==> src/egp_pkg.sv <==
// Shared types and constants for the Exp-Golomb bit packer.
// No dependencies; imported by every module of the block.
package egp_pkg;

  localparam int SYMBOL_BITS_DEFAULT = 8;
  localparam int SYM_W     = 8;   // symbol port width
  localparam int CODE_W    = 9;   // v+1 fits in nine bits
  localparam int LEN_W     = 5;   // code length 1..17
  localparam int PEND_W    = 7;   // bits held back between items
  localparam int CNT_W     = 3;   // pending bit count 0..7
  localparam int WIN_W     = 24;  // up to three bytes per item
  localparam int TOT_W     = 5;   // pending + code length 1..24
  localparam int NB_W      = 2;   // bytes per item 0..3
  localparam int QIDX_W    = 1;   // two-entry queue
  localparam int QDEPTH    = 2;

  // One queued job: left-aligned bit window, its byte count, end marker.
  typedef struct packed {
    logic [WIN_W-1:0] bits;
    logic [NB_W-1:0]  nbytes;
    logic             eos;
  } egp_entry_t;

endpackage

==> src/egp_front.sv <==
// Front end: accepts symbols, forms the Exp-Golomb code and merges it with
// the pending bits into a byte window for the queue. Depends on egp_pkg.
module egp_front
  import egp_pkg::*;
#(
  parameter int SYMBOL_BITS = SYMBOL_BITS_DEFAULT
) (
  input  logic             clk,
  input  logic             rst,
  input  logic             sym_valid,
  output logic             sym_stall,
  input  logic [SYM_W-1:0] symbol,
  input  logic             end_of_stream,
  input  logic             q_full,
  output logic             push,
  output egp_entry_t       push_entry
);

  localparam int EFF_BITS = (SYMBOL_BITS < SYM_W) ? SYMBOL_BITS : SYM_W;
  localparam logic [SYM_W-1:0] SYM_MASK = SYM_W'((16'd1 << EFF_BITS) - 16'd1);

  logic [PEND_W-1:0] pend_bits;
  logic [CNT_W-1:0]  pend_count;

  logic [CODE_W-1:0] code;
  logic [LEN_W-1:0]  code_len;
  logic [WIN_W-1:0]  acc;
  logic [TOT_W-1:0]  total;
  logic [CNT_W-1:0]  rem;
  logic              pad;
  logic [NB_W-1:0]   nbytes;
  logic [7:0]        rem_mask;
  logic              accept;

  always_comb begin
    code     = CODE_W'(symbol & SYM_MASK) + CODE_W'(1);
    code_len = LEN_W'(1);
    for (int i = 1; i < CODE_W; i++) begin
      if (code[i]) code_len = LEN_W'(2 * i + 1);
    end
    acc      = (WIN_W'(pend_bits) << code_len) | WIN_W'(code);
    total    = TOT_W'(pend_count) + code_len;
    rem      = total[CNT_W-1:0];
    pad      = end_of_stream && (rem != '0);
    nbytes   = total[TOT_W-1:CNT_W] + NB_W'(pad);
    rem_mask = (8'd1 << rem) - 8'd1;
  end

  assign sym_stall         = q_full;
  assign accept            = sym_valid && !q_full;
  assign push              = accept && (nbytes != '0);
  assign push_entry.bits   = acc << (TOT_W'(WIN_W) - total);
  assign push_entry.nbytes = nbytes;
  assign push_entry.eos    = end_of_stream;

  always_ff @(posedge clk) begin
    if (rst) begin
      pend_bits  <= '0;
      pend_count <= '0;
    end else if (accept) begin
      if (end_of_stream) begin
        pend_bits  <= '0;
        pend_count <= '0;
      end else begin
        pend_bits  <= acc[PEND_W-1:0] & rem_mask[PEND_W-1:0];
        pend_count <= rem;
      end
    end
  end

`ifndef SYNTHESIS
  // end of stream clears the pending state
  a_eos_clears: assert property (@(posedge clk) disable iff (rst)
    accept && end_of_stream |=> pend_count == '0 && pend_bits == '0)
    else $error("pending state not cleared after end of stream");
  // the last item of a stream always yields a byte
  a_eos_emits: assert property (@(posedge clk) disable iff (rst)
    accept && end_of_stream |-> push)
    else $error("end of stream produced no byte");
`endif

endmodule

==> src/egp_queue.sv <==
// Two-entry queue between front and back ends of the bit packer.
// Depends on egp_pkg.
module egp_queue
  import egp_pkg::*;
(
  input  logic       clk,
  input  logic       rst,
  input  logic       push,
  input  egp_entry_t push_entry,
  input  logic       pop,
  output logic       q_full,
  output logic       q_valid,
  output egp_entry_t head
);

  egp_entry_t        entries [QDEPTH];
  logic [QIDX_W-1:0] wr_ptr;
  logic [QIDX_W-1:0] rd_ptr;
  logic [QIDX_W:0]   count;

  assign q_full  = (count == (QIDX_W+1)'(QDEPTH));
  assign q_valid = (count != '0);
  assign head    = entries[rd_ptr];

  always_ff @(posedge clk) begin
    if (push) entries[wr_ptr] <= push_entry;
  end

  always_ff @(posedge clk) begin
    if (rst) begin
      wr_ptr <= '0;
      rd_ptr <= '0;
      count  <= '0;
    end else begin
      if (push) wr_ptr <= wr_ptr + QIDX_W'(1);
      if (pop)  rd_ptr <= rd_ptr + QIDX_W'(1);
      count <= count + (QIDX_W+1)'(push) - (QIDX_W+1)'(pop);
    end
  end

`ifndef SYNTHESIS
  a_no_overflow: assert property (@(posedge clk) disable iff (rst)
    push |-> !q_full)
    else $error("push into full queue");
  a_no_underflow: assert property (@(posedge clk) disable iff (rst)
    pop |-> q_valid)
    else $error("pop from empty queue");
`endif

endmodule

==> src/egp_back.sv <==
// Back end: walks each queued window one byte per beat into the output
// register and marks run and stream ends. Depends on egp_pkg.
module egp_back
  import egp_pkg::*;
(
  input  logic       clk,
  input  logic       rst,
  input  logic       q_valid,
  input  egp_entry_t head,
  output logic       pop,
  output logic       byte_valid,
  input  logic       byte_stall,
  output logic [7:0] packed_byte,
  output logic       run_last,
  output logic       stream_done
);

  logic [NB_W-1:0] byte_idx;
  logic            advance;
  logic            last_of_run;
  logic [7:0]      sel_byte;

  assign advance     = !byte_valid || !byte_stall;
  assign last_of_run = (byte_idx + NB_W'(1)) == head.nbytes;
  assign pop         = advance && q_valid && last_of_run;

  always_comb begin
    unique case (byte_idx)
      2'd0:    sel_byte = head.bits[23:16];
      2'd1:    sel_byte = head.bits[15:8];
      default: sel_byte = head.bits[7:0];
    endcase
  end

  always_ff @(posedge clk) begin
    if (rst) begin
      byte_valid <= 1'b0;
      byte_idx   <= '0;
    end else if (advance) begin
      byte_valid <= q_valid;
      if (q_valid) byte_idx <= last_of_run ? '0 : byte_idx + NB_W'(1);
    end
  end

  always_ff @(posedge clk) begin
    if (advance && q_valid) begin
      packed_byte <= sel_byte;
      run_last    <= last_of_run;
      stream_done <= last_of_run && head.eos;
    end
  end

`ifndef SYNTHESIS
  a_done_is_last: assert property (@(posedge clk) disable iff (rst)
    byte_valid && stream_done |-> run_last)
    else $error("stream end not on last byte of run");
  a_idx_in_range: assert property (@(posedge clk) disable iff (rst)
    q_valid |-> byte_idx < head.nbytes)
    else $error("byte index beyond queued run");
`endif

endmodule

==> src/exp_golomb_bit_packer.sv <==
// Top level of the order-0 Exp-Golomb bit packer.
// Depends on egp_pkg, egp_front, egp_queue and egp_back.
//
// Symbol channel (sym_valid / sym_stall): one beat carries a symbol and an
// end_of_stream flag. Each symbol becomes its Exp-Golomb code, packed
// MSB-first behind up to seven bits held from earlier beats.
// Byte channel (byte_valid / byte_stall): one beat per packed byte, first
// code bit in bit 7. run_last marks the last byte caused by one symbol,
// stream_done the final byte of the stream; a trailing partial byte is
// padded with zeros.
// Each byte is written into the queue when its symbol beat is taken, then registered into the output register.
// Throughput: the front takes a symbol every cycle while the two-entry
// queue has room; the back emits one byte per cycle while byte_stall is
// low, one byte after another for a symbol yielding 0 to 3 bytes.
// A stalled receiver holds the output register; the queue fills and then
// sym_stall rises. Reset empties queue and output and clears pending bits.
module exp_golomb_bit_packer
  import egp_pkg::*;
#(
  parameter int SYMBOL_BITS = SYMBOL_BITS_DEFAULT
) (
  input  logic             clk,
  input  logic             rst,
  input  logic             sym_valid,
  output logic             sym_stall,
  input  logic [SYM_W-1:0] symbol,
  input  logic             end_of_stream,
  output logic             byte_valid,
  input  logic             byte_stall,
  output logic [7:0]       packed_byte,
  output logic             run_last,
  output logic             stream_done
);

  logic       push;
  egp_entry_t push_entry;
  logic       pop;
  logic       q_full;
  logic       q_valid;
  egp_entry_t head;

  // classify and merge with pending bits
  egp_front #(
    .SYMBOL_BITS (SYMBOL_BITS)
  ) u_front (
    .clk           (clk),
    .rst           (rst),
    .sym_valid     (sym_valid),
    .sym_stall     (sym_stall),
    .symbol        (symbol),
    .end_of_stream (end_of_stream),
    .q_full        (q_full),
    .push          (push),
    .push_entry    (push_entry)
  );

  // decouple symbol intake from byte output
  egp_queue u_queue (
    .clk        (clk),
    .rst        (rst),
    .push       (push),
    .push_entry (push_entry),
    .pop        (pop),
    .q_full     (q_full),
    .q_valid    (q_valid),
    .head       (head)
  );

  // emit bytes one beat at a time
  egp_back u_back (
    .clk         (clk),
    .rst         (rst),
    .q_valid     (q_valid),
    .head        (head),
    .pop         (pop),
    .byte_valid  (byte_valid),
    .byte_stall  (byte_stall),
    .packed_byte (packed_byte),
    .run_last    (run_last),
    .stream_done (stream_done)
  );

endmodule

==> config.mk <==
export PLATFORM = sky130hd
export DESIGN_NAME = exp_golomb_bit_packer
export DESIGN_NICKNAME = d
export VERILOG_FILES = /design/src/egp_pkg.sv /design/src/egp_front.sv /design/src/egp_queue.sv /design/src/egp_back.sv /design/src/exp_golomb_bit_packer.sv
export SDC_FILE = /design/constraint.sdc
export NUM_CORES = 1
export LEC_CHECK = 0
export ABC_CLOCK_PERIOD_IN_PS = 4750
export BUFFER_PORTS_ARGS = -buffer_cell sky130_fd_sc_hd__buf_2
export CAP_MARGIN = 20
export CORE_MARGIN = 2
export CORE_UTILIZATION = 50
export CTS_CLUSTER_DIAMETER = 50
export DETAILED_ROUTE_END_ITERATION = 6
export PLACE_DENSITY_LB_ADDON = 0.12
export SLEW_MARGIN = 25
export SYNTH_ARGS = -nofsm -noshare
export SYNTH_HDL_FRONTEND = slang
export SYNTH_SLANG_ARGS = --single-unit
==> constraint.sdc <==
create_clock -name clk -period 4.75 [get_ports clk]
set_input_delay 0.7125 -clock clk [delete_from_list [all_inputs] [get_ports clk]]
set_output_delay 0.7125 -clock clk [all_outputs]
set_load 0.01 [all_outputs]
== Word level (Yosys, flattened, before mapping) ==
Memory sizes are Yosys's and may differ from the RTL's. A register that Yosys moved wholly into a read port is not among the register bits.
Cells that the tools add are included.

* Bits in registers: 27
* Bits in writable memories: 54
* Input port bits: 13
* Logic and storage cells: 60
* Memories: 1

* Add/subtract/negate cells: 10
* Eq/ne operators: 3
* Shift operators: 3
* Multiplexer cells: 16
* Bitwise gates (word level): 2
* Reductions and logical operators: 15

{| class="wikitable"
|+ Memory list
! memory !! depth !! width !! read ports !! clocked after Yosys merged registers in !! wr ports !! RTL line !! text
|-
| u_queue.entries || 2 || 27 || 1 || 1 || 1 || egp_queue.sv:16 || <nowiki>egp_entry_t entries [QDEPTH];</nowiki>
|}

{| class="wikitable"
|+ Operators with widths
! kind !! number
|-
| 5-bit two-way mux || 7
|-
| 24-bit by 9-bit OR with 24-bit output || 1
|-
| 24-bit by 5-bit left shift with 24-bit output || 1
|-
| 7-bit by 5-bit left shift with 24-bit output || 1
|-
| 8-bit one-hot mux with 2 select lines || 1
|-
| 8-bit by 1-bit adder with 9-bit output, second input constant || 1
|-
| 7-bit bitwise AND || 1
|-
| 7-bit two-way mux || 1
|-
| 1-bit by 3-bit left shift with 7-bit output, first input constant || 1
|-
| 7-bit by 1-bit subtractor with 7-bit output, second input constant || 1
|-
| 1-bit logical AND || 6
|-
| 3-bit by 5-bit adder with 5-bit output || 1
|-
| 5-bit subtractor, first input constant || 1
|-
| 2-bit by 1-bit adder with 2-bit output || 2
|-
| 1-bit two-way mux || 4
|-
| 2-bit two-way mux || 2
|-
| 2-bit nonzero test || 2
|-
| 1-bit zero test || 3
|-
| 3-bit two-way mux || 1
|-
| 3-bit nonzero test || 1
|-
| 1-bit adder, second input constant || 2
|-
| 2-bit by 1-bit adder with 2-bit output, second input constant || 1
|-
| 2-bit by 1-bit == test with 1-bit output, second input constant || 1
|-
| 2-bit == test || 1
|-
| 5 further kinds || 5
|}

== Logic depth before layout (Yosys ltp) ==
* Word-level depth: 17
* Depth in mapped cells: 21

== By module ==
A second synthesis with hierarchy kept.

* Cells, all modules: 654
* Area total of the unflattened synthesis: 6242.2 um2

{| class="wikitable"
|+ By module, submodules not included
! module !! times used !! cells each !! area each (um2)
|-
| egp_front || 1 || 491 || 3343.2
|-
| egp_queue || 1 || 105 || 2270.9
|-
| egp_back || 1 || 58 || 628.1
|}

== Worst setup path after synthesis ==
No wires, ideal clock.

* Kind: input to register
* From: input port symbol[0]
* To: memory u_queue.entries[0][0] (netlist name), enable pin
* Setup time: 411 ps
* Data arrival time: 4695 ps
* Required time: 4339 ps
* Slack: -356 ps
* Stages on the path: 17
* Buffers on the path: 2
* Cells stage by stage: ha_1 -> buf_4 -> and4_4 -> buf_6 -> nand3_4 -> o21a_1 -> nand2_1 -> inv_1 -> ha_1 -> a31oi_1 -> nand2_2 -> xnor2_4 -> inv_1 -> ha_1 -> xor2_1 -> o21bai_1 -> nor2_1

{| class="wikitable"
|+ RTL lines
! item !! RTL line !! text
|-
| start, declared || exp_golomb_bit_packer.sv:26 || <nowiki>input logic [SYM_W-1:0] symbol,</nowiki>
|-
| end, declared || egp_queue.sv:16 ||
|}

==> impl_metrics.env <==
export IMPL_rsz0062_at_grt="no"
export IMPL_synth_area_leaders="edfxtp_1 (31%), dfxtp_1 (5.9%), nor2_1 (3.5%)"
export IMPL_critPathLaunchType="primary input"
export IMPL_drt_iter0_drc=474
export IMPL_synth_common_cells="edfxtp_1 (64), nor2_1 (58), nand2_1 (42)"
export IMPL_root_buffer="clkbuf_16"
export IMPL_clkSinkCount=82
export IMPL_cellPowerDensity_mw_per_mm2=491.3
export IMPL_antenna_found_initial=0
export IMPL_synth_avg_cell_area_um2=9.225
export IMPL_worstMarginPinSlew_ns=0.8541
export IMPL_drc_errors=0
export IMPL_clock_skew_ns=0.007695
export IMPL_fmax_mhz=224.0
export IMPL_fin_hold_ws_ns=0.4652
export IMPL_cts_path_max_buffers=2
export IMPL_area_delta_synth_final_pct=8.845
export IMPL_syn_cell_area_mm2=0.006153
export IMPL_io_pins=25
export IMPL_timing_setup_tns_ns=0
export IMPL_cts_resized=0
export IMPL_yosysTopAreaCell="edfxtp_1"
export IMPL_synth_top_area_share_pct=31.23
export IMPL_synth_top_flop_cell="edfxtp_1"
export IMPL_drt_pass1_iter_count=5
export IMPL_grt_max_degree=47
export IMPL_drv_cap=0
export IMPL_overflow=0
export IMPL_post_drt_wl_per_cell_um=19.87
export IMPL_synth_most_common_cell="edfxtp_1"
export IMPL_status="finished, final reports clean"
export IMPL_cp_arrival_ns=4.56
export IMPL_core_mm2=0.01201
export IMPL_endpoint_kind="flip-flop"
export IMPL_place_hpwl_um=12500
export IMPL_grt_pass1_vias=5191
export IMPL_drive_gt1_share_pct=16.86
export IMPL_die_x_um=114.9
export IMPL_worst_path_max_fanout=19
export IMPL_num_vias=5465
export IMPL_rows=40
export IMPL_place_gp_congestion=0.9659
export IMPL_met1_length_um=7123
export IMPL_synth_fp_nets=693
export IMPL_utilization_pct=55.76
export IMPL_async_reset_ff_share_pct=0
export IMPL_numCtsBuffers=9
export IMPL_synth_edf_count=64
export IMPL_synth_seq_cells=82
export IMPL_grt_pass1_wl_um=26880
export IMPL_via_per_inst=6.592
export IMPL_ys_warn_count=0
export IMPL_hold_viol=0
export IMPL_track_usage_pct=25.79
export IMPL_cts_tree="done"
export IMPL_slew_viol_final=0
export IMPL_cp_data_required_time_ns=4.85
export IMPL_fin_nets=703
export IMPL_clk_pin_slew_ns=0.06
export IMPL_cts_hold_buf=0
export IMPL_die_h_um=114.9
export IMPL_period_needed_ns=4.464
export IMPL_p_leak_nw=2.353
export IMPL_crit_type="in2reg"
export IMPL_clock_latency_ns=0.32
export IMPL_syn_inst=667
export IMPL_fin_area_mm2=0.006698
export IMPL_start_util_pct=51.23
export IMPL_postRouteAntennaNets=0
export IMPL_h_tree_depth=3
export IMPL_wl_met2_um=7859
export IMPL_min_path_type="reg2reg"
export IMPL_io_buffers=24
export IMPL_slew_headroom_pct=42.65
export IMPL_drt_wl_total_um=16480
export IMPL_peakVddDrop_mv=0.2126
export IMPL_seq_area_frac_synth_pct=37.09
export IMPL_postCtsSetupBuffers=0
export IMPL_highest_layer="met4"
export IMPL_setup_viol=0
export IMPL_synth_cell_types=96
export IMPL_dpl_instance_area_mm2=0.006431
export IMPL_die_area_mm2=0.01321
export IMPL_wl_met3_um=865
export IMPL_antenna_cells=0
export IMPL_fin_crit_sh_pct=93.97
[area by class of cell]
cell class / count / area (um2)
fillers: 1077 / 5314
multi-input cells: 513 / 3537
flip-flops and latches: 82 / 2282
repair buffers: 53 / 362.8
clock buffers: 11 / 232.7
well taps: 147 / 183.9
inverters: 18 / 67.56
clock inverters: 5 / 31.28
[through the flow]
stage / setup WS [ns] / instances / total power, mW
3_5_place_dp: 0.000005329 / 813 / 2.696
3_3_place_gp: 0.1377 / 813 / 2.661
2_1_floorplan: 0.02624 / 667 / 2.274
6_report: 0.2862 / 829 / 3.291
4_1_cts: 0.3319 / 829 / 3.309
5_1_grt: 0.01535 / 829 / 3.526
[flip-flops by register name (all words and copies together), names as in the netlist, named ones only]
register,cells
u_front.pend_bits,7
u_front.pend_count,3
u_back.packed_byte,8
u_back.stream_done,1
u_back.run_last,1
u_back.byte_valid,1
u_queue.rd_ptr,1
u_back.byte_idx,2
u_queue.wr_ptr,1
u_queue.entries,54
u_queue.count,2
[layout by cell type, fill, tap and decap left out, types with 21 or more instances in the layout]
cell type	instances
a211oi_1	21
a21oi_1	40
a31oi_1	22
buf_2	24
buf_4	27
edfxtp_1	64
nand2_1	42
nand3_1	29
nor2_1	55
o21ai_0	25
[metal layers]
metal | up-vias | GRT usage (%)
li1 | 2590 | -
met1 | 2607 | 32.82
met2 | 220 | 42.31
met3 | 48 | 4.902
met4 | 0 | 12.53
met5 | - | 0
[power breakdown]
part	internal [mW]	total [mW]	switching [mW]	leakage, nW
clock	0.351	0.602	0.250	0.127
combinational	0.584	1.51	0.922	1.47
sequential	1.08	1.18	0.0991	0.753
total	2.02	3.29	1.27	2.35
[path summary, 6_finish.rpt]
kind                            depth (start not counted)                   from                      to  slack (ns)
worst max-delay path                                   18              symbol[1]  u_queue.entries[0][18]        0.29
worst max register to register                         11  u_front.pend_count[1]  u_queue.entries[0][18]        1.58
worst min register to register                          2     u_back.byte_idx[1]      u_back.byte_idx[1]        0.47
worst min-delay path                                    2     u_back.byte_idx[1]      u_back.byte_idx[1]        0.47
[cell families (layout without fill, tap and decap cells)]
kind of cell               after synthesis  after routing  synth area share (%)
AOI/OAI and AO/OA                      235            235                 28.73
xor gates and xnor gates                24             24                 4.270
adders and majority gates               13             13                 2.643
buffers and inverters                   72             87                 5.591
DFF                                     82             82                 37.09
muxes                                   14             14                 2.562
and+or+nand+nor                        227            227                 19.11
[worst max-delay path, stage by stage]
cell       delay, ns
buf_2           0.15
ha_1            0.25
buf_4           0.19
nor4b_1         0.32
a311o_1         0.24
or2_1           0.16
nand2_2         0.06
xnor2_1         0.25
inv_1           0.10
ha_1            0.26
or2_2           0.40
buf_4           0.23
a211oi_1        0.23
o21ai_0         0.16
a31oi_1         0.21
a2bb2oi_1       0.13
and2_1          0.17
a211oi_1        0.33
(Power assumes the default switching activity.)
